`src/rtl/wcs_pkg.sv`:
```
package wcs_pkg;

  localparam int CHANNELS   = 6;
  localparam int CHAN_W     = 8;
  localparam int COORD_W    = 12;
  localparam int CFG_W      = 13;
  localparam int CFG_IDX_W  = 3;
  localparam int CH_IDX_W   = 3;
  localparam int COUNT_W    = 25;
  localparam int SUM_W      = 32;
  localparam int SQ_W       = 40;
  localparam int MEAN_W     = 16;
  localparam int DEV_W      = 15;
  localparam int VAR_W      = 30;
  localparam int STEP_W     = 5;

  // Iteration counts of the shared arithmetic unit.
  localparam int MUL_STEPS  = 4;
  localparam int VAR_STEPS  = 30;
  localparam int MEAN_STEPS = 16;
  localparam int ROOT_STEPS = 15;

  localparam logic [CFG_W-1:0]   COORD_LIMIT = 13'd4096;
  localparam logic [COUNT_W-1:0] COUNT_CAP   = 25'd16777216;

  localparam logic [CFG_IDX_W-1:0] REG_COL_LOW  = 3'd0;
  localparam logic [CFG_IDX_W-1:0] REG_COL_HIGH = 3'd1;
  localparam logic [CFG_IDX_W-1:0] REG_ROW_LOW  = 3'd2;
  localparam logic [CFG_IDX_W-1:0] REG_ROW_HIGH = 3'd3;

  typedef struct packed {
    logic                             hit;
    logic                             last;
    logic [CHANNELS-1:0][CHAN_W-1:0]  chan;
  } item_t;

  typedef struct packed {
    logic               start;
    logic [COUNT_W-1:0] n;
    logic [SUM_W-1:0]   s;
    logic [SQ_W-1:0]    q;
  } stat_req_t;

  typedef struct packed {
    logic              done;
    logic [MEAN_W-1:0] mean;
    logic [DEV_W-1:0]  dev;
  } stat_rsp_t;

endpackage

```
`src/rtl/wcs_queue.sv`:
```
module wcs_queue
  import wcs_pkg::*;
#(
  parameter int DEPTH = 4
) (
  input  logic  clk,
  input  logic  rst_n,
  input  logic  push,
  input  item_t push_item,
  input  logic  pop,
  output item_t head,
  output logic  empty,
  output logic  full
);

  localparam int PTR_W = (DEPTH > 1) ? $clog2(DEPTH) : 1;
  localparam int CNT_W = $clog2(DEPTH + 1);

  item_t            mem_r [DEPTH];
  logic [PTR_W-1:0] wr_r, rd_r;
  logic [CNT_W-1:0] cnt_r;
  logic             do_push, do_pop;

  assign empty   = (cnt_r == '0);
  assign full    = (cnt_r == CNT_W'(DEPTH));
  assign do_push = push && !full;
  assign do_pop  = pop && !empty;
  assign head    = mem_r[rd_r];

  always_ff @(posedge clk) begin
    if (do_push) begin
      mem_r[wr_r] <= push_item;
    end
  end

  always_ff @(posedge clk) begin
    if (!rst_n) begin
      wr_r  <= '0;
      rd_r  <= '0;
      cnt_r <= '0;
    end else begin
      if (do_push) begin
        wr_r <= (wr_r == PTR_W'(DEPTH - 1)) ? '0 : wr_r + 1'b1;
      end
      if (do_pop) begin
        rd_r <= (rd_r == PTR_W'(DEPTH - 1)) ? '0 : rd_r + 1'b1;
      end
      if (do_push && !do_pop) begin
        cnt_r <= cnt_r + 1'b1;
      end else if (do_pop && !do_push) begin
        cnt_r <= cnt_r - 1'b1;
      end
    end
  end

endmodule

```
`config.mk`:
```
export PLATFORM = sky130hd
export DESIGN_NAME = wcs_queue
export DESIGN_NICKNAME = d
export VERILOG_FILES = /design/src/rtl/wcs_pkg.sv /design/src/rtl/wcs_queue.sv
export SDC_FILE = /design/constraint.sdc
export NUM_CORES = 1
export LEC_CHECK = 0
export BUFFER_PORTS_ARGS = -buffer_cell sky130_fd_sc_hd__buf_2
export CORE_MARGIN = 2
export CORE_UTILIZATION = 53
export CTS_BUF_LIST = sky130_fd_sc_hd__clkbuf_8
export CTS_CLUSTER_SIZE = 30
export DETAILED_ROUTE_END_ITERATION = 7
export PLACE_DENSITY = 0.77
export SYNTH_ARGS = -nofsm -noshare
export SYNTH_HDL_FRONTEND = slang
export SYNTH_SLANG_ARGS = --single-unit
```
`constraint.sdc`:
```
create_clock -name clk -period 2.5 [get_ports clk]
set_input_delay 0.25 -clock clk [delete_from_list [all_inputs] [get_ports clk]]
set_output_delay 0.25 -clock clk [all_outputs]
set_load 0.01 [all_outputs]
```
* Word level (Yosys, flattened, before mapping)
Memory sizes are Yosys's and may differ from the RTL's. A register that Yosys moved wholly into a read port is not among the register bits.
Cells that the tools add are included.
** Operators by class
- Equality and inequality tests :: 3
- Reduce and logical (&&, ||, !) cells :: 10
- Add/subtract/negate cells :: 4
- Mux-type cells :: 8
** Operators with widths (number)
- two-way mux 2 bit :: 4
- two-way mux 3 bit :: 2
- adder 2 x 1 -> 2 bit, second input constant :: 2
- == test 2 bit, second input constant :: 2
- logical AND 1 bit :: 4
- logical NOT 1 bit :: 4
- adder 3 x 1 -> 3 bit, second input constant :: 1
- == test 3 bit, second input constant :: 1
- logical NOT 3 bit :: 1
- subtractor 3 x 1 -> 3 bit, second input constant :: 1
- two-way mux 1 bit :: 2
- nonzero test 2 bit :: 1
** Word-level totals
- Output and inout port bits :: 52
- Register bits after elaboration :: 7
- Memory bits (writable) :: 200
- Memories :: 1
** Memories
- mem_r :: depth 4, bits a word 50, rd ports 1, clocked after Yosys merged registers in 1, wr ports 1, line wcs_queue.sv:19 : item_t mem_r [DEPTH];

* Depth between registers and ports, before layout
- Depth after elaboration :: 7
- Depth in mapped cells :: 9
- Depth with buffers taken out :: 8

* Worst setup path before layout
No wires, ideal clock.
- Path type :: flip-flop to flip-flop
- Start :: register cnt_r[0]
- End :: memory mem_r[0][0] in the netlist's numbering (enable)
- Path slack :: 0.092 ns
- Required time :: 2.087 ns
- Period minus slack after synthesis :: 2.408 ns
- Data arrival time :: 1.995 ns
- Cell stages (with the launch flop) :: 5
- Buffers on the path :: 1
- Path through :: dfxtp_1 nor3b_2 nor2b_1 buf_2 and2_1
** On the way
- Word-level cells in the longest chain between the ends :: 5
** Ends and longest elaborated chain
- start: declaration :: line wcs_queue.sv:21 : logic [CNT_W-1:0] cnt_r;
- start signal: assignment :: line wcs_queue.sv:49 : cnt_r <= cnt_r + 1'b1;
- start signal: assignment :: line wcs_queue.sv:51 : cnt_r <= cnt_r - 1'b1;
- == test 3 bit :: line wcs_queue.sv:25 : assign full = (cnt_r == CNT_W'(DEPTH));
- via full :: line wcs_queue.sv:13 : output logic full
- logical NOT 1 bit :: line wcs_queue.sv:26 : assign do_push = push && !full;
- logical AND 1 bit :: line wcs_queue.sv:26
- via do_push :: line wcs_queue.sv:22 : logic do_push, do_pop;
- two-way mux 1 bit :: line wcs_queue.sv:31 : if (do_push) begin
- two-way mux 1 bit (implied by the code) :: line wcs_queue.sv:32 : mem_r[wr_r] <= push_item;
- end: declaration :: line wcs_queue.sv:19
The timed path passes the listed nets, and every way through them passes these cells.

* Final worst setup path
- Start :: register cnt_r[0]
- End :: register cnt_r[2]
** On the way
- Word-level cells in the longest chain between the ends :: 6
** Ends and longest elaborated chain
- parallel branches: the longest is 6 deep, another holds subtractor 3 x 1 -> 3 bit
Parallel ways; which one is timed is not known. The select of a mux whose other input is x is not followed.
A chain may end at the register's enable or synchronous reset.

==> metrics.cfg <==
[grt]
grtUsageTotal_pct=17.9
antenna_found_initial=0
grt_overflow_total=0
grt_pass1_wl_mm=21.5
grt_max_degree=34
grt_pass1_vias=4119

[yosys]
yosys-top-cells-area=edfxtp_1 77%, mux4_2 15%, dfxtp_1 2.3%
yosysTopAreaCellShare_pct=77.5
synth_cell_type_count=25
syn_nets=374
synth_edf_count=200
ys_seq_area_share_pct=79.8
avgSynthCellArea_um2=24.8
yosysMostFrequentCell=edfxtp_1
synth_ff_type=edfxtp_1
syn_area_um2=7750
async_flop_share_pct=0
synthCells=313
yosysWarnings=0
yosysTopAreaCell=edfxtp_1
ys_ff_latch=209
synth_common_cells=200 x edfxtp_1, 50 x mux4_2, 9 x dfxtp_1

[routing]
via_per_inst=5.33
route.detailed.drc=0
final_antenna_net_count=0
vias=3785
drt_wl_total_mm=13.6
drtPass1Iterations=4
wl_per_cell_um=19.2
drt-initial-drc-count=170

[sta]
slew_headroom_pct=66.2
hold_viol=0
fin_crit_ns=2.32
fmax_ghz=0.432
setup_viol=0
min_period_over_period_pct=92.7
finalSetupTns_ns=0
fin_skew_ns=0.00942
worst_slew_pin_slew_ns=0.508
layout_setup_ws_ns=0.184
drv_slew=0
grt_setup_unrepaired=false

[setup_path]
critPathSlowestCell=o31ai_1
critPathLaunchType=flip-flop
cp_max_fo=5
end_kind=flip-flop
cpPeakStageDelay_ns=0.40
critPathKind=flip-flop to flip-flop
cp.buffers_inverters=1
critPathRequiredTime_ns=2.89
arrival_ns=2.71
path_cells=o31ai_1, ha_1, inv_1, fa_1, xor2_1, or3_1, a21boi_0
cpLargestDelayFamily=adder cells

[die]
die_area_um2=15600
initial_utilization_pct=53.7
placementRows=44
fp.dieH_um=125
core_um2=14400
io_pins=106
fp.dieW_um=125

[pwr]
leakagePower_nw=3.38
power.density_nw_per_um2=952
ir_drop_mv=0.618
p_total_mw=9.15

[status]
status=complete, no violations

[cts]
numCtsBuffers=34
clk_latency_ns=0.48
cts_tree=done
cts_resized=0
cts_root_buffer=clkbuf_8
cts_buffer_depth=3
path_clk_slew_ns=0.05
cts.sinks=209
cts-htree-levels=2
post_cts_buffers=0

[layout]
n_antenna_cell=0
areaGrowthSynthToFinish_pct=24.0
final_layout_size_suffix_gt1_share_pct=41.1
n_fill_cell=983
fin_nets=566
final_area_um2=9610

[placement]
place_ws_ns=0.213
port_buffers=105
gp_congestion=0.697
dpl-instance-area_um2=8490
dp_hpwl_mm=8.15

[run]
cap_violations=0

[worst_hold_path]
hp-class=input pin to flip-flop

-- metrics by stage --
step,hold slack [ns],util (%),std cells
floorplan,0.349,-,313
global placement,0.460,58.9,603
detailed placement,0.466,58.9,603
CTS,0.0929,66.6,710
global route,0.118,66.6,710
finish,0.117,66.6,710
-- logic make-up after synthesis --
| logic type | synth area share [%] |
|---|---|
| compound gates | 0.387 |
| xor+xnor | 0.226 |
| fa+ha+maj | 1.23 |
| buf+inv | 2.07 |
| flops | 79.8 |
| mux | 14.9 |
| simple gates | 1.39 |
-- registers in the layout, summed over array words and instances (netlist names), named ones only --
name   cells
mem_r    200
cnt_r      3
rd_r       2
wr_r       2
-- placed cells by master, fill, tap and decap left out, types with 2 or more instances in the layout --
master,synthesis,routed
nor2b_1,2,2
buf_2,6,105
mux2i_1,3,3
nand3_1,2,2
inv_1,3,18
and2_2,0,4
ha_1,6,6
dfxtp_1,9,7
mux4_2,50,50
edfxtp_1,200,200
nor2_1,2,2
buf_4,0,14
nand2_1,6,6
clkbuf_8,0,37
dlygate4sd3_1,0,50
o21ai_0,3,3
clkinv_1,0,3
-- metal layers --
| metal | vias to the layer above | track usage, % | routed length (um) |
|---|---|---|---|
| met5 | - | 0 | 0 |
| met4 | 0 | 6.14 | 227 |
| met3 | 24 | 4.11 | 640 |
| met2 | 106 | 31.5 | 7200 |
| met1 | 1954 | 22.2 | 5530 |
| li1 | 1701 | - | - |
-- what timing repair did --
item                                   4_1_cts  5_1_grt
endpoints found under the hold margin      200        0
hold buffers                                50        0
setup endpoints to repair                    0        0
-- final timing paths --
path         startpoint  endpoint  slack, ns  cells after the start
max            cnt_r[0]  cnt_r[2]       0.18                      7
min               rst_n   wr_r[1]       0.12                      3
max reg2reg    cnt_r[0]  cnt_r[2]       0.18                      7
min reg2reg     wr_r[1]   wr_r[1]       0.50                      2
-- layout make-up --
class	instances	area, um^2	share of cell area (%)
Multi-Input combinational cell	87	1410	14.7
Clock buffer	37	509	5.30
Tap cell	184	230	2.40
Clock inverter	20	105	1.09
Sequential cell	209	6190	64.4
Timing Repair Buffer	170	1150	12.0
Inverter	3	11.3	0.117
-- worst min-delay path: cells and delay by family --
| family | cells | cell delay, ns |
|---|---|---|
| AND/OR/NAND/NOR | 1 | 0.08 |
| buffers and inverters | 1 | 0.16 |
| multiplexers | 1 | 0.05 |
-- power by group --
part	internal (mW)	total, mW	switching [mW]
combinational	1.05	2.11	1.06
sequential	4.27	4.39	0.119
clock	1.45	2.65	1.20
total	6.77	9.15	2.38
(Power assumes the default switching activity.)
