==> config.mk <==
export PLATFORM = sky130hd
export DESIGN_NAME = wcs_accum
export DESIGN_NICKNAME = d
export VERILOG_FILES = /design/src/rtl/wcs_pkg.sv /design/src/rtl/wcs_accum.sv
export SDC_FILE = /design/constraint.sdc
export NUM_CORES = 2
export LEC_CHECK = 0
export BUFFER_PORTS_ARGS = -buffer_cell sky130_fd_sc_hd__buf_2
export CAP_MARGIN = 5
export CELL_PAD_IN_SITES_DETAIL_PLACEMENT = 0
export CELL_PAD_IN_SITES_GLOBAL_PLACEMENT = 1
export CORE_ASPECT_RATIO = 0.8
export CORE_MARGIN = 3
export CORE_UTILIZATION = 45
export CTS_CLUSTER_SIZE = 14
export DETAILED_ROUTE_END_ITERATION = 7
export PLACE_DENSITY = 0.85
export SLEW_MARGIN = 40
export SYNTH_ARGS = -nofsm -noshare
export SYNTH_HDL_FRONTEND = slang
export SYNTH_SLANG_ARGS = --single-unit
==> constraint.sdc <==
create_clock -name clk -period 8.2 [get_ports clk]
set_input_delay 1.64 -clock clk [delete_from_list [all_inputs] [get_ports clk]]
set_output_delay 1.64 -clock clk [all_outputs]
set_load 0.01 [all_outputs]
==> src/rtl/wcs_pkg.sv <==
package wcs_pkg;

  localparam int CHANNELS   = 6;
  localparam int CHAN_W     = 8;
  localparam int COORD_W    = 12;
  localparam int CFG_W      = 13;
  localparam int CFG_IDX_W  = 3;
  localparam int CH_IDX_W   = 3;
  localparam int COUNT_W    = 25;
  localparam int SUM_W      = 32;
  localparam int SQ_W       = 40;
  localparam int MEAN_W     = 16;
  localparam int DEV_W      = 15;
  localparam int VAR_W      = 30;
  localparam int STEP_W     = 5;

  // Iteration counts of the shared arithmetic unit.
  localparam int MUL_STEPS  = 4;
  localparam int VAR_STEPS  = 30;
  localparam int MEAN_STEPS = 16;
  localparam int ROOT_STEPS = 15;

  localparam logic [CFG_W-1:0]   COORD_LIMIT = 13'd4096;
  localparam logic [COUNT_W-1:0] COUNT_CAP   = 25'd16777216;

  localparam logic [CFG_IDX_W-1:0] REG_COL_LOW  = 3'd0;
  localparam logic [CFG_IDX_W-1:0] REG_COL_HIGH = 3'd1;
  localparam logic [CFG_IDX_W-1:0] REG_ROW_LOW  = 3'd2;
  localparam logic [CFG_IDX_W-1:0] REG_ROW_HIGH = 3'd3;

  typedef struct packed {
    logic                             hit;
    logic                             last;
    logic [CHANNELS-1:0][CHAN_W-1:0]  chan;
  } item_t;

  typedef struct packed {
    logic               start;
    logic [COUNT_W-1:0] n;
    logic [SUM_W-1:0]   s;
    logic [SQ_W-1:0]    q;
  } stat_req_t;

  typedef struct packed {
    logic              done;
    logic [MEAN_W-1:0] mean;
    logic [DEV_W-1:0]  dev;
  } stat_rsp_t;

endpackage

==> src/rtl/wcs_accum.sv <==
module wcs_accum
  import wcs_pkg::*;
(
  input  logic                clk,
  input  logic                rst_n,
  input  item_t               head,
  input  logic                empty,
  output logic                pop,
  output stat_req_t           req,
  input  stat_rsp_t           rsp,
  output logic                out_valid,
  output logic [CH_IDX_W-1:0] out_channel_index,
  output logic [COUNT_W-1:0]  out_pixel_count,
  output logic [MEAN_W-1:0]   out_mean_q8,
  output logic [DEV_W-1:0]    out_stddev_q8,
  output logic [CHAN_W-1:0]   out_low_value,
  output logic [CHAN_W-1:0]   out_high_value,
  output logic                out_window_empty,
  output logic                out_run_last
);

  typedef enum logic [2:0] {
    S_ACC   = 3'b001,
    S_START = 3'b010,
    S_WAIT  = 3'b100
  } state_t;

  state_t                           state_r;
  logic [CH_IDX_W-1:0]              ch_r;
  logic [COUNT_W-1:0]               count_r;
  logic [CHANNELS-1:0][SUM_W-1:0]   sum_r;
  logic [CHANNELS-1:0][SQ_W-1:0]    sq_r;
  logic [CHANNELS-1:0][CHAN_W-1:0]  min_r, max_r;
  logic                             valid_r;
  logic [CH_IDX_W-1:0]              idx_r;
  logic [COUNT_W-1:0]               cnt_out_r;
  logic [MEAN_W-1:0]                mean_r;
  logic [DEV_W-1:0]                 dev_r;
  logic [CHAN_W-1:0]                low_r, high_r;
  logic                             empty_r, last_r;

  assign pop = (state_r == S_ACC) && !empty;

  always_ff @(posedge clk) begin
    if (!rst_n) begin
      state_r <= S_ACC;
      ch_r    <= '0;
      count_r <= '0;
      sum_r   <= '0;
      sq_r    <= '0;
      min_r   <= '1;
      max_r   <= '0;
      valid_r <= 1'b0;
    end else begin
      valid_r <= (state_r == S_WAIT) && rsp.done;
      unique case (state_r)
        S_ACC: begin
          if (pop) begin
            if (head.hit && (count_r < COUNT_CAP)) begin
              count_r <= count_r + 1'b1;
              for (int c = 0; c < CHANNELS; c++) begin
                sum_r[c] <= sum_r[c] + SUM_W'(head.chan[c]);
                sq_r[c]  <= sq_r[c] + SQ_W'(16'(head.chan[c]) * 16'(head.chan[c]));
                if (head.chan[c] < min_r[c]) min_r[c] <= head.chan[c];
                if (head.chan[c] > max_r[c]) max_r[c] <= head.chan[c];
              end
            end
            if (head.last) begin
              ch_r    <= '0;
              state_r <= S_START;
            end
          end
        end
        S_START: state_r <= S_WAIT;
        S_WAIT: begin
          if (rsp.done) begin
            idx_r     <= ch_r;
            cnt_out_r <= count_r;
            mean_r    <= rsp.mean;
            dev_r     <= rsp.dev;
            low_r     <= min_r[ch_r];
            high_r    <= max_r[ch_r];
            empty_r   <= (count_r == '0);
            last_r    <= (ch_r == CH_IDX_W'(CHANNELS - 1));
            if (ch_r == CH_IDX_W'(CHANNELS - 1)) begin
              count_r <= '0;
              sum_r   <= '0;
              sq_r    <= '0;
              min_r   <= '1;
              max_r   <= '0;
              state_r <= S_ACC;
            end else begin
              ch_r    <= ch_r + 1'b1;
              state_r <= S_START;
            end
          end
        end
        default: state_r <= S_ACC;
      endcase
    end
  end

  assign req.start = (state_r == S_START);
  assign req.n     = count_r;
  assign req.s     = sum_r[ch_r];
  assign req.q     = sq_r[ch_r];

  assign out_valid         = valid_r;
  assign out_channel_index = idx_r;
  assign out_pixel_count   = cnt_out_r;
  assign out_mean_q8       = mean_r;
  assign out_stddev_q8     = dev_r;
  assign out_low_value     = low_r;
  assign out_high_value    = high_r;
  assign out_window_empty  = empty_r;
  assign out_run_last      = last_r;

endmodule

# --- After elaboration in Yosys (flattened, before gate mapping) ---
# Cells that the tools add are included.
totals:
  out_inout_bits: 177
  in_bits: 85
  register_bits: 637
classes:
  n_mul: 6
  n_addsub: 14
  eq_ne: 22
  order_cmp: 14
  n_mux: 55
  reduce_logical: 22
ops:
  columns: ["cell", "count"]
  rows:
  - ["240-bit 2-to-1 mux", 4]
  - ["192-bit 2-to-1 mux", 4]
  - ["240-bit one-hot mux with 2 select lines", 1]
  - ["48-bit 2-to-1 mux", 8]
  - ["192-bit one-hot mux with 2 select lines", 1]
  - ["40-bit by 16-bit adder with 40-bit output", 6]
  - ["32-bit by 8-bit adder with 32-bit output", 6]
  - ["48-bit one-hot mux with 2 select lines", 2]
  - ["40-bit binary-select mux with 3-bit select", 1]
  - ["8-bit 2-to-1 mux", 14]
  - ["25-bit 2-to-1 mux", 4]
  - ["32-bit binary-select mux with 3-bit select", 1]
  - ["8-bit by 8-bit multiplier with 16-bit output", 6]
  - ["6-bit AND reduction", 12]
  - ["25-bit one-hot mux with 2 select lines", 1]
  - ["8-bit binary-select mux with 3-bit select", 2]
  - ["8-bit > comparator", 6]
  - ["8-bit < comparator", 6]
  - ["40-bit 2-to-1 mux", 1]
  - ["32-bit 2-to-1 mux", 1]
  - ["2-bit by 1-bit != test with 1-bit output, second input constant", 14]
  - ["25-bit by 1-bit adder with 25-bit output, second input constant", 1]
  - ["25-bit logical NOT", 1]
  - ["25-bit < comparator, second input constant", 1]
  - ["other kinds (15)", 29]

# --- Depth between registers and ports, before layout ---
logic_depth:
  depth_word: 5
  mapped_depth: 21

# --- Least setup slack after synthesis ---
# No wires, ideal clock.
synth_path:
  kind: "input-to-reg"
  startpoint: "in head[18] (netlist bit)"
  endpoint: "reg sq_r[110] (netlist bit)"
  t_arrival_ns: 6.501
  required_ns: 8.130
  cell_stages: 18
  setup_slack_ns: 1.629
  setup_ns: 0.070
  path_buffers: 3
  path_cell_list: "clkbuf_1 > and2_1 > fa_1 > fa_1 > fa_1 > inv_1 > fa_1 > inv_1 > ha_1 > clkbuf_1 > nor2_1 > o21a_1 > a2111oi_0 > o21ai_1 > or3_1 > clkbuf_1 > or3_1 > a21oi_1"
synth_between:
  elab_chain_len: 5
synth_rtl:
  columns: ["item", "line_no", "rtl"]
  rows:
  - ["from (decl)", "wcs_accum.sv:6", "input item_t head,"]
  - ["8-bit by 8-bit multiplier with 16-bit output", "wcs_accum.sv:63", "sq_r[c] <= sq_r[c] + SQ_W'(16'(head.chan[c]) * 16'(head.chan[c]));"]
  - ["40-bit by 16-bit adder with 40-bit output", "wcs_accum.sv:63", null]
  - ["240-bit 2-to-1 mux", "wcs_accum.sv:59", "if (head.hit && (count_r < COUNT_CAP)) begin"]
  - ["240-bit 2-to-1 mux", "wcs_accum.sv:58", "if (pop) begin"]
  - ["240-bit one-hot mux with 2 select lines", "wcs_accum.sv:56", "unique case (state_r)"]
  - ["to (signal, indexed assignment)", "wcs_accum.sv:63", null]
  - ["to (decl)", "wcs_accum.sv:32", "logic [CHANNELS-1:0][SQ_W-1:0] sq_r;"]
# No other way between the ends. The select of a mux whose other input is x is not followed.
# A chain may end at the register's enable or synchronous reset.

# --- Worst setup path after layout ---
layout_path:
  startpoint: "in head[45] (netlist bit)"
  endpoint: "reg sq_r[239] (netlist bit)"
# The elaborated chain is that of the path after synthesis.

==> key figures <==
Die
  • Die height: 294 um
  • Rows: 104
  • DIE AREA: 0.108 mm^2
  • Core area: 0.102 mm^2
  • Initial Util: 45.9%
  • DIE WIDTH: 366 um
  • Top-Level Pins: between 200 and 300

Power and ir drop
  • Clock power frac: 27.2%
  • P per Cell Area: 229 mW/mm^2
  • Lkg Pwr: 22.3 nW
  • Sw Ratio: 38.5%
  • VDD IR max: 0.182 mV
  • Internal: between 0.007 and 0.008 W
  • Sw power: between 0.004 and 0.005 W
  • Comb pwr share: 43.2%
  • Sequential power share: 29.6%

Drt
  • DRT Wirelength: approximately 140 mm
  • Vias: roughly 38000
  • Drt wl/cell: 20.0 um
  • Vias per std cell: around 5.6
  • Initial drt markers: 3247
  • DRC viols: 0
  • Antenna Violating Nets Remaining: 0
  • Drt pass-1 iters: 6

Logic synthesis
  • Synthesized area: 0.0466 mm^2
  • Async SR Flop Fraction: 0%
  • Syn nets: 5959
  • Synth Warn #: 0
  • Mapped Cells: 5252
  • Post-Syn Area per Cell: 8.88 um^2
  • Synth Register Bits: between 600 and 700
  • Leading area contributor after synthesis: dfxtp_1
  • Most used DFF post-synth: dfxtp_1
  • EDFF count, synth: between 70 and 80
  • Post-synthesis sequential area ratio: 29.0%
  • Synth top area share: 24.0%
  • Synth top area cells: dfxtp_1 (24%), ha_1 (11%), fa_1 (9.8%)
  • Netlist cell types: 75

Clock network
  • CTS tree: yes
  • Max H-tree Level: 3
  • Clk buf depth: 3
  • Post-CTS Resized: 0
  • CTS Root Buffer Type: clkbuf_16
  • Reg clk slew, reported paths: 0.06 ns
  • Worst skew pair latency: 0.64 ns
  • CTS sink cnt: 637
  • CTS buffer count: 74
  • Setup bufs post-CTS: 0
  • Hold Buf Count CTS: 0

Timing
  • Final setup vio count: 0
  • Fin. Hold Viols: 0
  • Slew margin rel.: 41.1%
  • Worst slew pin tran: 0.874 ns
  • Min Tclk post-route: 6.70 ns
  • Fin Setup TNS: 0 ns
  • Final slew viol count: 0
  • Tcrit/Tclk final: 81.7%
  • RSZ-0062 raised after global routing: false
  • Skew final: 0.0242 ns
  • Peak Freq: 0.149 GHz

Critical path
  • Top fanout value on the critical path: 13
  • R2r endpoint: sq_r[239]
  • RR Startpoint: sq_r[207]
  • Worst reg-to-reg setup slack: about 2.7 ns
  • Critical Path Source Type: input port
  • End of the critical path: sq_r[239]
  • Worst Path Required: 8.75 ns
  • R2R depth: 17
  • Worst setup EP type: flip-flop
  • Data arrival, critical path: between 7 and 8 ns
  • Kind of critical path: input port to flip-flop
  • CP Launch Point: head[45]

Cells and area
  • Layout cell share with drive strength beyond 1: 10.2%
  • Area Overhead vs Synth: 10.7%
  • Post-Route Utilization: between 50% and 60%
  • Post-Layout Cell Count: 6825
  • Nets: 6095

GRT
  • Largest net degree at the start of global routing: 199
  • Tot GR Track Use: 25.0%
  • Initial antenna violation count: 17
  • Grt ovf: 0
  • Vias in the first global route: between 30000 and 40000
  • First-pass GRT wire length: 213 mm

Hold path
  • Hold WC Path Type: flip-flop to flip-flop
  • Hold path depth: 2

Place
  • Post-detail-place hpwl: approximately 100 mm
  • DP Cell Count: 6689
  • IO Port Bufs: 261
  • RD Place Congestion: 0.908

Run status
  • Status: complete, no violations

Flow run
  • MaxCap Viol Count: 0
## metal layers
layer | track usage (%) | share of wire [%] | vias to the layer above
li1 | - | - | 18100
met4 | 7.91 | 3.1 | 8
met1 | 35.3 | 45 | 18500
met2 | 38.9 | 43 | 1266
met5 | 0 | 0.043 | -
met3 | 4.75 | 8.6 | 217
## worst min path at each step
| stage | from | end | slack [ns] |
|---|---|---|---|
| after floorplan | ch_r[2] | out_channel_index[2] | 0.43 |
| after global placement | sq_r[79] | sq_r[79] | 0.45 |
| after detailed placement | sq_r[177] | sq_r[177] | 0.46 |
| after CTS | sq_r[177] | sq_r[177] | 0.47 |
| after global routing | sq_r[176] | sq_r[176] | 0.49 |
| final | sq_r[177] | sq_r[177] | 0.46 |
## power by group through the flow
stage / logic (W) / clock network (W) / registers [W]
2_1_floorplan: 0.00393 / 0 / 0.00347
4_1_cts: 0.00509 / 0.00328 / 0.00350
3_3_place_gp: 0.00495 / 0 / 0.00356
5_1_grt: 0.00583 / 0.00340 / 0.00352
3_5_place_dp: 0.00504 / 0 / 0.00356
6_report: 0.00510 / 0.00322 / 0.00351
## cell usage after synthesis, types with 15 or more instances
cell type,count
xor2_1,187
o22ai_1,98
nand2b_1,23
o21ai_0,159
nand4_1,82
buf_1,25
o211ai_1,18
a211oi_1,21
nor3_1,90
dfxtp_1,560
nand2_1,329
ha_1,394
o21a_1,29
inv_1,684
nor3b_1,40
nor2b_1,133
a21oi_1,172
nor4_1,23
a22oi_1,67
edfxtp_1,77
or2_2,15
and2_1,126
nor2_1,413
nand3_1,172
xnor2_1,182
and4_1,18
clkbuf_1,210
fa_1,228
mux4_2,88
mux2i_1,146
and3_1,80
a21o_1,88
or3_1,57
o21ai_1,69
## placed cells by master, fill, tap and decap left out, drive strengths merged, types with 14 or more instances in the layout
cell type  Yosys  routed
a22oi         67      67
ha           394     394
nor2         413     413
nor4          27      27
nand2b        23      23
nor3          90      90
and3          80      80
dfxtp        560     560
or2           17      17
nor3b         40      40
a31oi         14      14
xnor2        182     182
o21ai        228     228
o21a          29      29
nand4         83      83
and2         126     126
nand3        172     172
buf           30     300
o22ai         98      98
inv          684     688
mux2i        146     146
a211oi        21      21
nor2b        133     133
a21o          88      88
mux4          88      88
o211ai        18      18
nand2        329     329
a21boi        19      19
and4          18      18
a21oi        172     172
clkinv         0      15
or3           57      57
fa           228     228
clkbuf       210     104
edfxtp        77      77
xor2         187     187
## critical path: stages
cell and delay, ns:
buf_2 0.28, inv_1 0.15, nor2_1 0.25, fa_1 0.48, fa_1 0.52, inv_1 0.05
fa_1 0.49, fa_1 0.54, inv_1 0.05, ha_1 0.36, o21ai_0 0.16, o21ai_0 0.24
a21oi_1 0.20, o31ai_1 0.52, a221o_1 0.69, nand2_1 0.15, or3_1 0.33, a21oi_1 0.14
## sequential cells by signal, indices dropped and copies added, names as in the netlist
signal,flops
count_r,25
sum_r,192
sq_r,240
min_r,48
out_window_empty,1
out_mean_q8,16
state_r,3
out_run_last,1
out_stddev_q8,15
out_channel_index,3
out_pixel_count,25
out_low_value,8
out_high_value,8
out_valid,1
ch_r,3
max_r,48
## cells by family (layout without fill, tap and decap cells)
family          count (synthesis)  count (layout)  synth area share [%]
simple gates                 1639            1639                  17.8
flops                         637             637                  29.0
mux                           234             234                  7.38
buf+inv                       924            1110                  7.45
xor+xnor                      369             369                  6.93
fa+ha+maj                     622             622                  20.4
other cells                     0               9                     0
compound gates                827             827                  11.1
## metrics by stage
stage | area (um^2) | hold slack (ns) | setup WS [ns] | power [W]
2_1_floorplan | 46600 | 0.428 | 1.63 | 0.00740
3_3_place_gp | 49200 | 0.450 | 0.938 | 0.00850
3_5_place_dp | 49300 | 0.458 | 0.947 | 0.00861
4_1_cts | 51500 | 0.466 | 1.58 | 0.0119
5_1_grt | 51600 | 0.487 | 1.20 | 0.0127
6_report | 51600 | 0.464 | 1.50 | 0.0118
## final cells by class
type / count / area, um^2
Clock buffer: 104 / 2090
Inverter: 684 / 2570
Clock inverter: 22 / 176
Tap cell: 1378 / 1720
Timing Repair Buffer: 300 / 1710
Fill cell: 9472 / 50000
Multi-Input combinational cell: 3691 / 29800
Antenna cell: 9 / 22.5
Sequential cell: 637 / 13500
Note: power is estimated with default switching activity, not from simulation.
