`config.mk`:
```
export PLATFORM = sky130hd
export DESIGN_NAME = wcs_stat
export DESIGN_NICKNAME = d
export VERILOG_FILES = /design/src/rtl/wcs_pkg.sv /design/src/rtl/wcs_stat.sv
export SDC_FILE = /design/constraint.sdc
export NUM_CORES = 2
export LEC_CHECK = 0
export BUFFER_PORTS_ARGS = -buffer_cell sky130_fd_sc_hd__buf_2
export CAP_MARGIN = 20
export CELL_PAD_IN_SITES_DETAIL_PLACEMENT = 1
export CELL_PAD_IN_SITES_GLOBAL_PLACEMENT = 1
export CORE_UTILIZATION = 52
export DETAILED_ROUTE_END_ITERATION = 10
export GPL_ROUTABILITY_DRIVEN = 0
export PLACE_DENSITY_LB_ADDON = 0.1
export SYNTH_ARGS = -nofsm -noshare
export SYNTH_HDL_FRONTEND = slang
export SYNTH_SLANG_ARGS = --single-unit
```
`constraint.sdc`:
```
create_clock -name clk -period 11.29 [get_ports clk]
set_input_delay 1.129 -clock clk [delete_from_list [all_inputs] [get_ports clk]]
set_output_delay 1.129 -clock clk [all_outputs]
set_load 0.02 [all_outputs]
```
`src/rtl/wcs_pkg.sv`:
```
package wcs_pkg;

  localparam int CHANNELS   = 6;
  localparam int CHAN_W     = 8;
  localparam int COORD_W    = 12;
  localparam int CFG_W      = 13;
  localparam int CFG_IDX_W  = 3;
  localparam int CH_IDX_W   = 3;
  localparam int COUNT_W    = 25;
  localparam int SUM_W      = 32;
  localparam int SQ_W       = 40;
  localparam int MEAN_W     = 16;
  localparam int DEV_W      = 15;
  localparam int VAR_W      = 30;
  localparam int STEP_W     = 5;

  // Iteration counts of the shared arithmetic unit.
  localparam int MUL_STEPS  = 4;
  localparam int VAR_STEPS  = 30;
  localparam int MEAN_STEPS = 16;
  localparam int ROOT_STEPS = 15;

  localparam logic [CFG_W-1:0]   COORD_LIMIT = 13'd4096;
  localparam logic [COUNT_W-1:0] COUNT_CAP   = 25'd16777216;

  localparam logic [CFG_IDX_W-1:0] REG_COL_LOW  = 3'd0;
  localparam logic [CFG_IDX_W-1:0] REG_COL_HIGH = 3'd1;
  localparam logic [CFG_IDX_W-1:0] REG_ROW_LOW  = 3'd2;
  localparam logic [CFG_IDX_W-1:0] REG_ROW_HIGH = 3'd3;

  typedef struct packed {
    logic                             hit;
    logic                             last;
    logic [CHANNELS-1:0][CHAN_W-1:0]  chan;
  } item_t;

  typedef struct packed {
    logic               start;
    logic [COUNT_W-1:0] n;
    logic [SUM_W-1:0]   s;
    logic [SQ_W-1:0]    q;
  } stat_req_t;

  typedef struct packed {
    logic              done;
    logic [MEAN_W-1:0] mean;
    logic [DEV_W-1:0]  dev;
  } stat_rsp_t;

endpackage

```
`src/rtl/wcs_stat.sv`:
```
module wcs_stat
  import wcs_pkg::*;
(
  input  logic      clk,
  input  logic      rst_n,
  input  stat_req_t req,
  output stat_rsp_t rsp
);

  typedef enum logic [6:0] {
    S_IDLE = 7'b0000001,
    S_MUL  = 7'b0000010,
    S_LDV  = 7'b0000100,
    S_DIVV = 7'b0001000,
    S_DIVM = 7'b0010000,
    S_SQRT = 7'b0100000,
    S_DONE = 7'b1000000
  } state_t;

  state_t              state_r;
  logic [STEP_W-1:0]   cnt_r;
  logic [COUNT_W-1:0]  n_r;
  logic [SUM_W-1:0]    s_r;
  logic [SQ_W-1:0]     q_r;
  logic [63:0]         prod_r, acc_r;
  logic [48:0]         den_r;
  logic [47:0]         rem_r;
  logic [VAR_W-1:0]    sh_r, var_r;
  logic [MEAN_W-1:0]   mean_r;
  logic [DEV_W-1:0]    root_r;
  logic [16:0]         sqrem_r;

  logic [31:0]         mul_a, mul_b;
  logic [63:0]         prod;
  logic [48:0]         div_t;
  logic                div_ge;
  logic [47:0]         rem_nxt;
  logic [VAR_W-1:0]    sh_nxt;
  logic [18:0]         sq_t, sq_trial;
  logic                sq_ge;
  logic [16:0]         sqrem_nxt;
  logic [DEV_W-1:0]    root_nxt;

  // One shared multiplier, fed in turn with the four partial products.
  always_comb begin
    case (cnt_r)
      5'd0: begin
        mul_a = 32'(n_r);
        mul_b = 32'(q_r[19:0]);
      end
      5'd1: begin
        mul_a = 32'(n_r);
        mul_b = 32'(q_r[39:20]);
      end
      5'd2: begin
        mul_a = s_r;
        mul_b = s_r;
      end
      default: begin
        mul_a = 32'(n_r);
        mul_b = 32'(n_r);
      end
    endcase
  end
  assign prod = 64'(mul_a) * 64'(mul_b);

  // Restoring division step, one quotient bit per cycle.
  assign div_t   = {rem_r, sh_r[VAR_W-1]};
  assign div_ge  = (div_t >= den_r);
  assign rem_nxt = div_ge ? 48'(div_t - den_r) : div_t[47:0];
  assign sh_nxt  = {sh_r[VAR_W-2:0], div_ge};

  // Square root step, one root bit per cycle.
  assign sq_t      = {sqrem_r, sh_r[VAR_W-1:VAR_W-2]};
  assign sq_trial  = {2'b00, root_r, 2'b01};
  assign sq_ge     = (sq_t >= sq_trial);
  assign sqrem_nxt = sq_ge ? 17'(sq_t - sq_trial) : sq_t[16:0];
  assign root_nxt  = {root_r[DEV_W-2:0], sq_ge};

  always_ff @(posedge clk) begin
    if (!rst_n) begin
      state_r <= S_IDLE;
      cnt_r   <= '0;
    end else begin
      unique case (state_r)
        S_IDLE: begin
          if (req.start) begin
            n_r   <= req.n;
            s_r   <= req.s;
            q_r   <= req.q;
            cnt_r <= '0;
            if (req.n == '0) begin
              mean_r  <= '0;
              root_r  <= '0;
              state_r <= S_DONE;
            end else begin
              state_r <= S_MUL;
            end
          end
        end
        S_MUL: begin
          prod_r <= prod;
          cnt_r  <= cnt_r + 1'b1;
          case (cnt_r)
            5'd1:    acc_r <= prod_r;
            5'd2:    acc_r <= acc_r + {prod_r[43:0], 20'b0};
            5'd3:    acc_r <= acc_r - prod_r;
            default: ;
          endcase
          if (cnt_r == STEP_W'(MUL_STEPS - 1)) begin
            state_r <= S_LDV;
          end
        end
        S_LDV: begin
          // The variance numerator is d * 2^16 over n^2.
          den_r   <= prod_r[48:0];
          rem_r   <= acc_r[61:14];
          sh_r    <= {acc_r[13:0], 16'b0};
          cnt_r   <= '0;
          state_r <= S_DIVV;
        end
        S_DIVV: begin
          if (cnt_r == STEP_W'(VAR_STEPS - 1)) begin
            var_r   <= sh_nxt;
            rem_r   <= {24'b0, s_r[31:8]};
            den_r   <= {24'b0, n_r};
            sh_r    <= {s_r[7:0], 22'b0};
            cnt_r   <= '0;
            state_r <= S_DIVM;
          end else begin
            rem_r <= rem_nxt;
            sh_r  <= sh_nxt;
            cnt_r <= cnt_r + 1'b1;
          end
        end
        S_DIVM: begin
          if (cnt_r == STEP_W'(MEAN_STEPS - 1)) begin
            mean_r  <= sh_nxt[MEAN_W-1:0];
            sh_r    <= var_r;
            sqrem_r <= '0;
            root_r  <= '0;
            cnt_r   <= '0;
            state_r <= S_SQRT;
          end else begin
            rem_r <= rem_nxt;
            sh_r  <= sh_nxt;
            cnt_r <= cnt_r + 1'b1;
          end
        end
        S_SQRT: begin
          sh_r    <= {sh_r[VAR_W-3:0], 2'b00};
          sqrem_r <= sqrem_nxt;
          root_r  <= root_nxt;
          cnt_r   <= cnt_r + 1'b1;
          if (cnt_r == STEP_W'(ROOT_STEPS - 1)) begin
            state_r <= S_DONE;
          end
        end
        S_DONE: begin
          state_r <= S_IDLE;
        end
        default: state_r <= S_IDLE;
      endcase
    end
  end

  assign rsp.done = (state_r == S_DONE);
  assign rsp.mean = mean_r;
  assign rsp.dev  = root_r;

endmodule

```
======== After elaboration in Yosys (flattened, before gate mapping) ========
Index checks and enable logic that the tools add are counted.
word-level totals
  register bits after elaboration ......... 442
  latch bits .............................. 0
  RAM bits ................................ 0
  bits in read-only memories .............. 0
  input port bits ......................... 100
  output and inout port bits .............. 32
  logic and storage cells ................. 99
  memories ................................ 0
operators by class
  $add $sub $neg .......................... 5
  multipliers ............................. 1
  divide/modulo/power cells ............... 0
  order comparisons ....................... 2
  equal/unequal tests ..................... 20
  shift-type cells ........................ 0
  mux-type cells .......................... 34
  bitwise operators ....................... 0
  reductions and logical operators ........ 23
operator list
  operator          count
  $pmux 64 s3       1
  $mux 48           3
  $pmux 48 s3       1
  $pmux 30 s4       1
  $pmux 49 s2       1
  $pmux 32 s3       1
  $add 64x64->64    1
  $mul 32x32->64    1
  $sub 64x64->64    1
  $mux 30           2
  $ge 49x49->1      1
  $mux 49           1
  $mux 16           3
  $sub 48x48->48    1
  $mux 15           3
  $pmux 15 s3       1
  $mux 7            6
  $pmux 7 s6        1
  $mux 17           2
  $pmux 17 s2       1
  $mux 32           1
  $pmux 16 s2       1
  $logic_not 25->1  1
  $pmux 5 s5        1
  25 further kinds  48

======== Longest topological paths before layout ========
  depth after elaboration ................. 4
  mapped depth ............................ 40
  mapped depth without buffers ............ 34

======== Least setup slack after synthesis ========
No wires, ideal clock.
  path kind ............................... register to register
  start ................................... register cnt_r[0]
  end ..................................... register prod_r[54], data pin
  library setup time ...................... 263 ps
  arrival time ............................ 9226 ps
  data required time ...................... 11027 ps
  path slack .............................. 1801 ps
  cell stages (with the launch flop) ...... 36
  buffers on the path ..................... 6
  clock period less this slack ............ 9489 ps
  path through ............................ dfxtp_1 inv_1 ha_1 and2_1 clkbuf_1 or3_1 clkbuf_1 clkbuf_1 buf_1 o21ai_1 clkbuf_1 nor2_1 fa_1 inv_1 fa_1 fa_1 fa_1 inv_1 fa_1 inv_1 fa_1 inv_1 fa_1 fa_1 ha_1 clkbuf_1 and4_1 nand2_1 or3_1 o21ai_1 a21oi_1 o41ai_1 a21oi_1 o21ai_1 a41oi_1 xnor2_1
between the ends
  longest elaborated chain between the ends .. 3
  elaborated cells on any way between the ends .. 6
  classes of those cells .................. 1 x mul; 2 x eq/ne; 2 x mux; 1 x reduce/logical
ends and longest elaborated chain
  item                                      line             text
  start, declared                           wcs_stat.sv:21   logic [STEP_W-1:0] cnt_r;
  start signal, assigned                    wcs_stat.sv:103  cnt_r <= cnt_r + 1'b1;
  start signal, assigned                    wcs_stat.sv:133  cnt_r <= cnt_r + 1'b1;
  start signal, assigned                    wcs_stat.sv:147  cnt_r <= cnt_r + 1'b1;
  $eq 5x2->1, or another cell as far along  wcs_stat.sv:46   case (cnt_r)
  $pmux 32 s3 or $mux 32 (tied branches)    wcs_stat.sv:46
  $mul 32x32->64 *                          wcs_stat.sv:65   assign prod = 64'(mul_a) * 64'(mul_b);
  via prod[54]                              wcs_stat.sv:34   logic [63:0] prod;
  end signal, assigned                      wcs_stat.sv:102  prod_r <= prod;
  end, declared                             wcs_stat.sv:25   logic [63:0] prod_r, acc_r;
Mark *: on every way through the listed nets, which the timed path passes. The rest lies on a longest branch.
A chain may end at the register's enable or synchronous reset.

======== Worst setup path after layout ========
  start ................................... register cnt_r[0]
  end ..................................... register prod_r[59], data pin
Same word-level chain as after synthesis.

==> metrics.sh <==
GR-USAGE-MET2_PCT=62.67
CRITICAL_PATH.SLOWEST_CELL='and2_4'
FP.DIEAREA_UM2=114800
POST-SYNTH-TOP-AREA-FRACTION_PCT=30.44
FINALNETCOUNT=7813
SETUP_VIOLATIONS=0
GRT_FIRST_PASS_WIRELENGTH_MM=341.0
TIMING_HOLD_VIOLATIONS_FINAL=0
SYNTHESIS.INSTANCES=6377
REG2REG_DEPTH=33
CTS-HOLD-FIX-BUFFERS=0
CORE.ROWCOUNT=123
CLK_PATH_BUF_DEPTH=3
RELSLEWSLACK_PCT=16.42
OUTCOME='complete, no violations'
PLACE_AREA_UM2=61650
SYNTH_SEQ_AREA_SHARE_PCT=22.09
SYNTH_EDF_COUNT=426
RSZ0062_AT_GRT='false'
FLOP_AND_LATCH_COUNT_OUT_OF_SYNTHESIS=438
GRT_ANTENNA_BEFORE_REPAIR=21
WIDTH_OF_THE_CHIP_UM=338.8
SYN_AREA_UM2=58990
POST-SYNTH-TOP-AREA-CELL='fa_1'
SYN_AVG_CELL_AREA_UM2=9.250
MOSTFREQUENTLAYOUTCELL='inv_1'
MAPPEDNETLISTNETS=7799
DIE_Y_UM=338.8
CRITPATHKIND='reg2reg'
CTS_MADE_BUFFERS=50
MAX_STAGE_DELAY_NS=0.58
MOST_USED_CELLS_IN_THE_LAYOUT_EXCLUDING_FILL_AND_TAP_CELLS='inv_1 (1105), fa_1 (897), nand2_1 (706), nor2_1 (667), edfxtp_1 (426)'
CTS_SETUP_BUFFERS=0
SYNTH-MAIN-FF-CELL='edfxtp_1'
CTS_HTREE_LEVELS=2
WORST_SETUP_HOLD_PATH_CLK_SLEW_NS=0.08
MAX_CAP_VIOL_COUNT=0
TIMING.CRITICAL_PATH.REQUIRED_NS=11.73
SYNTH_ASYNC_SR_FLOP_SHARE_PCT=0
FINALSETUPTNS_NS=0
POST_ROUTE_CELLS_DRIVE_ABOVE_1_SHARE_PCT=6.716
SYNTH_CELL_TYPES=81
POST_SYNTH_MAIN_AREA_CONTRIBUTORS='fa_1 (30%), edfxtp_1 (22%), ha_1 (9.0%)'
NUMCLOCKSINKS=438
PLACE.PORT_BUFFERS=131
YS.WARNINGS.COUNT=0
CLOCK-ROOT-BUFFER='clkbuf_16'
CRITPATHARRIVALTIME_NS=11.39
VIAS_PER_INST=6.185
ANTENNA_LEFT=0
TIMING_WORST_SLEW_PIN_VALUE_NS=1.254
CLOCK-SKEW-FINAL_NS=0.06529
CORE_AREA_UM2=112500
WORSTHOLDPATHCELLS=0
IO_PINS=132
INITIAL_CORE_UTIL_PCT=52.43
ENDPOINT_KIND='flop'
GRTUSAGEMET1_PCT=50.72
DRT-PASS1-ITER-COUNT=8
MIN_CLOCK_PERIOD_POST_ROUTE_NS=10.96
VIA_COUNT=49120
WL_PER_CELL_UM=28.87
DRCVIOLATIONCOUNT=0
CLOCK.FMAX_MHz=91.28
MET3_USAGE_PCT=9.438
GRT_USAGE_PCT=40.32
CRIT_FANOUT=35
START_KIND='flop'
TIMING.HOLD.WORST.CLASS='reg2reg'
TRITONCTS='yes'
GRT_MAX_DEGREE=78
NUMBER_OF_GLOBAL_ROUTE_VIAS_BEFORE_REPAIR=53210
CP_DOMINANT_CELL_BY_COUNT='fa_1'
HPWL_MM=183.4
CLKLATENCYLATEPIN_NS=0.69
GR-MAX-USAGE-LAYER='met2'
CTS.REPAIR.RESIZED=0
FINAL.PERIOD_UTILIZATION_PCT=97.04
AREA_GROWTH_FROM_SYNTHESIS_TO_LAYOUT_PCT=7.619
FIN_AREA_UM2=63480
GRT_OVERFLOW_TOTAL=0
DRT_ITER0_DRC=5020
POSTROUTEWIRELENGTH_MM=229.3
FINALMAXSLEWVIOLATIONS=0
-- cells in the mapped netlist, types with 18 or more instances --
library cell and count:
a21o_1 126, a21oi_1 270, a222oi_1 37, a22oi_1 73, a31oi_1 30, and2_1 158, and3_1 37, buf_1 24
clkbuf_1 293, edfxtp_1 426, fa_1 897, ha_1 425, inv_1 1106, mux2i_1 23, nand2_1 706, nand2b_1 26
nand3_1 99, nand4_1 38, nor2_1 672, nor2b_1 31, nor3_1 46, o21a_1 39, o21ai_0 251, o21ai_1 18
o21bai_1 38, xnor2_1 133, xor2_1 76
-- stage by stage --
step           util (%)  worst slack [ns]  std cells  hold WS (ns)
6_report          56.43            0.3342       7942        0.4916
5_1_grt           56.41           0.06348       7932        0.5156
4_1_cts           56.41            0.5351       7932        0.4958
3_5_place_dp      54.80            0.5647       7839        0.4718
3_3_place_gp      54.79            0.7816       7838        0.4690
2_1_floorplan         -             1.801       6377        0.4486
-- critical path, delay by kind of cell, from the launching register on --
family | cells | cell delay (ns)
buffers and inverters | 7 | 1.15
XOR/XNOR | 1 | 0.14
AND/OR/NAND/NOR | 10 | 2.79
AO/OA/AOI/OAI | 5 | 1.44
flip-flops | 1 | 0.37
adder cells (fa/ha/maj) | 10 | 4.74
-- layer usage --
metal / wire (um) / vias to the layer above
li1: - / 20620
met1: 85050 / 25130
met2: 102400 / 2669
met3: 24390 / 694
met4: 17400 / 12
met5: 78 / -
-- flip-flops by register name, summed over array words and instances (netlist names) --
name and flops:
sqrem_r 17, prod_r 62, n_r 25, den_r 49
rem_r 48, s_r 32, var_r 30, cnt_r 5
mean_r 16, state_r 7, q_r 40, sh_r 30
acc_r 62, root_r 15
-- kinds of logic after synthesis --
family / synth area share, %
AOI/OAI and AO/OA: 11.72
xor gates and xnor gates: 3.103
adders and majority gates: 39.46
buffers and inverters: 9.172
DFF: 22.09
muxes: 0.5621
and+or+nand+nor: 13.89
-- worst paths after layout --
check	start	end	slack, ns
setup / recovery	cnt_r[0]	prod_r[59]	0.33
hold / removal	sh_r[15]	var_r[16]	0.49
setup reg to reg	cnt_r[0]	prod_r[59]	0.33
hold reg to reg	sh_r[15]	var_r[16]	0.49
-- cell type report --
class | count | area [um^2]
Clock inverter | 33 | 478.0
Antenna cell | 10 | 25.02
Sequential cell | 438 | 13030
Fill cell | 12800 | 49020
Inverter | 1107 | 4155
Clock buffer | 60 | 1330
Timing Repair Buffer | 292 | 1909
Tap cell | 1500 | 1877
Multi-Input combinational cell | 4502 | 40680
Power is not shown: default switching activity piles up to over one toggle a cycle in this logic, so the estimate is an artifact.
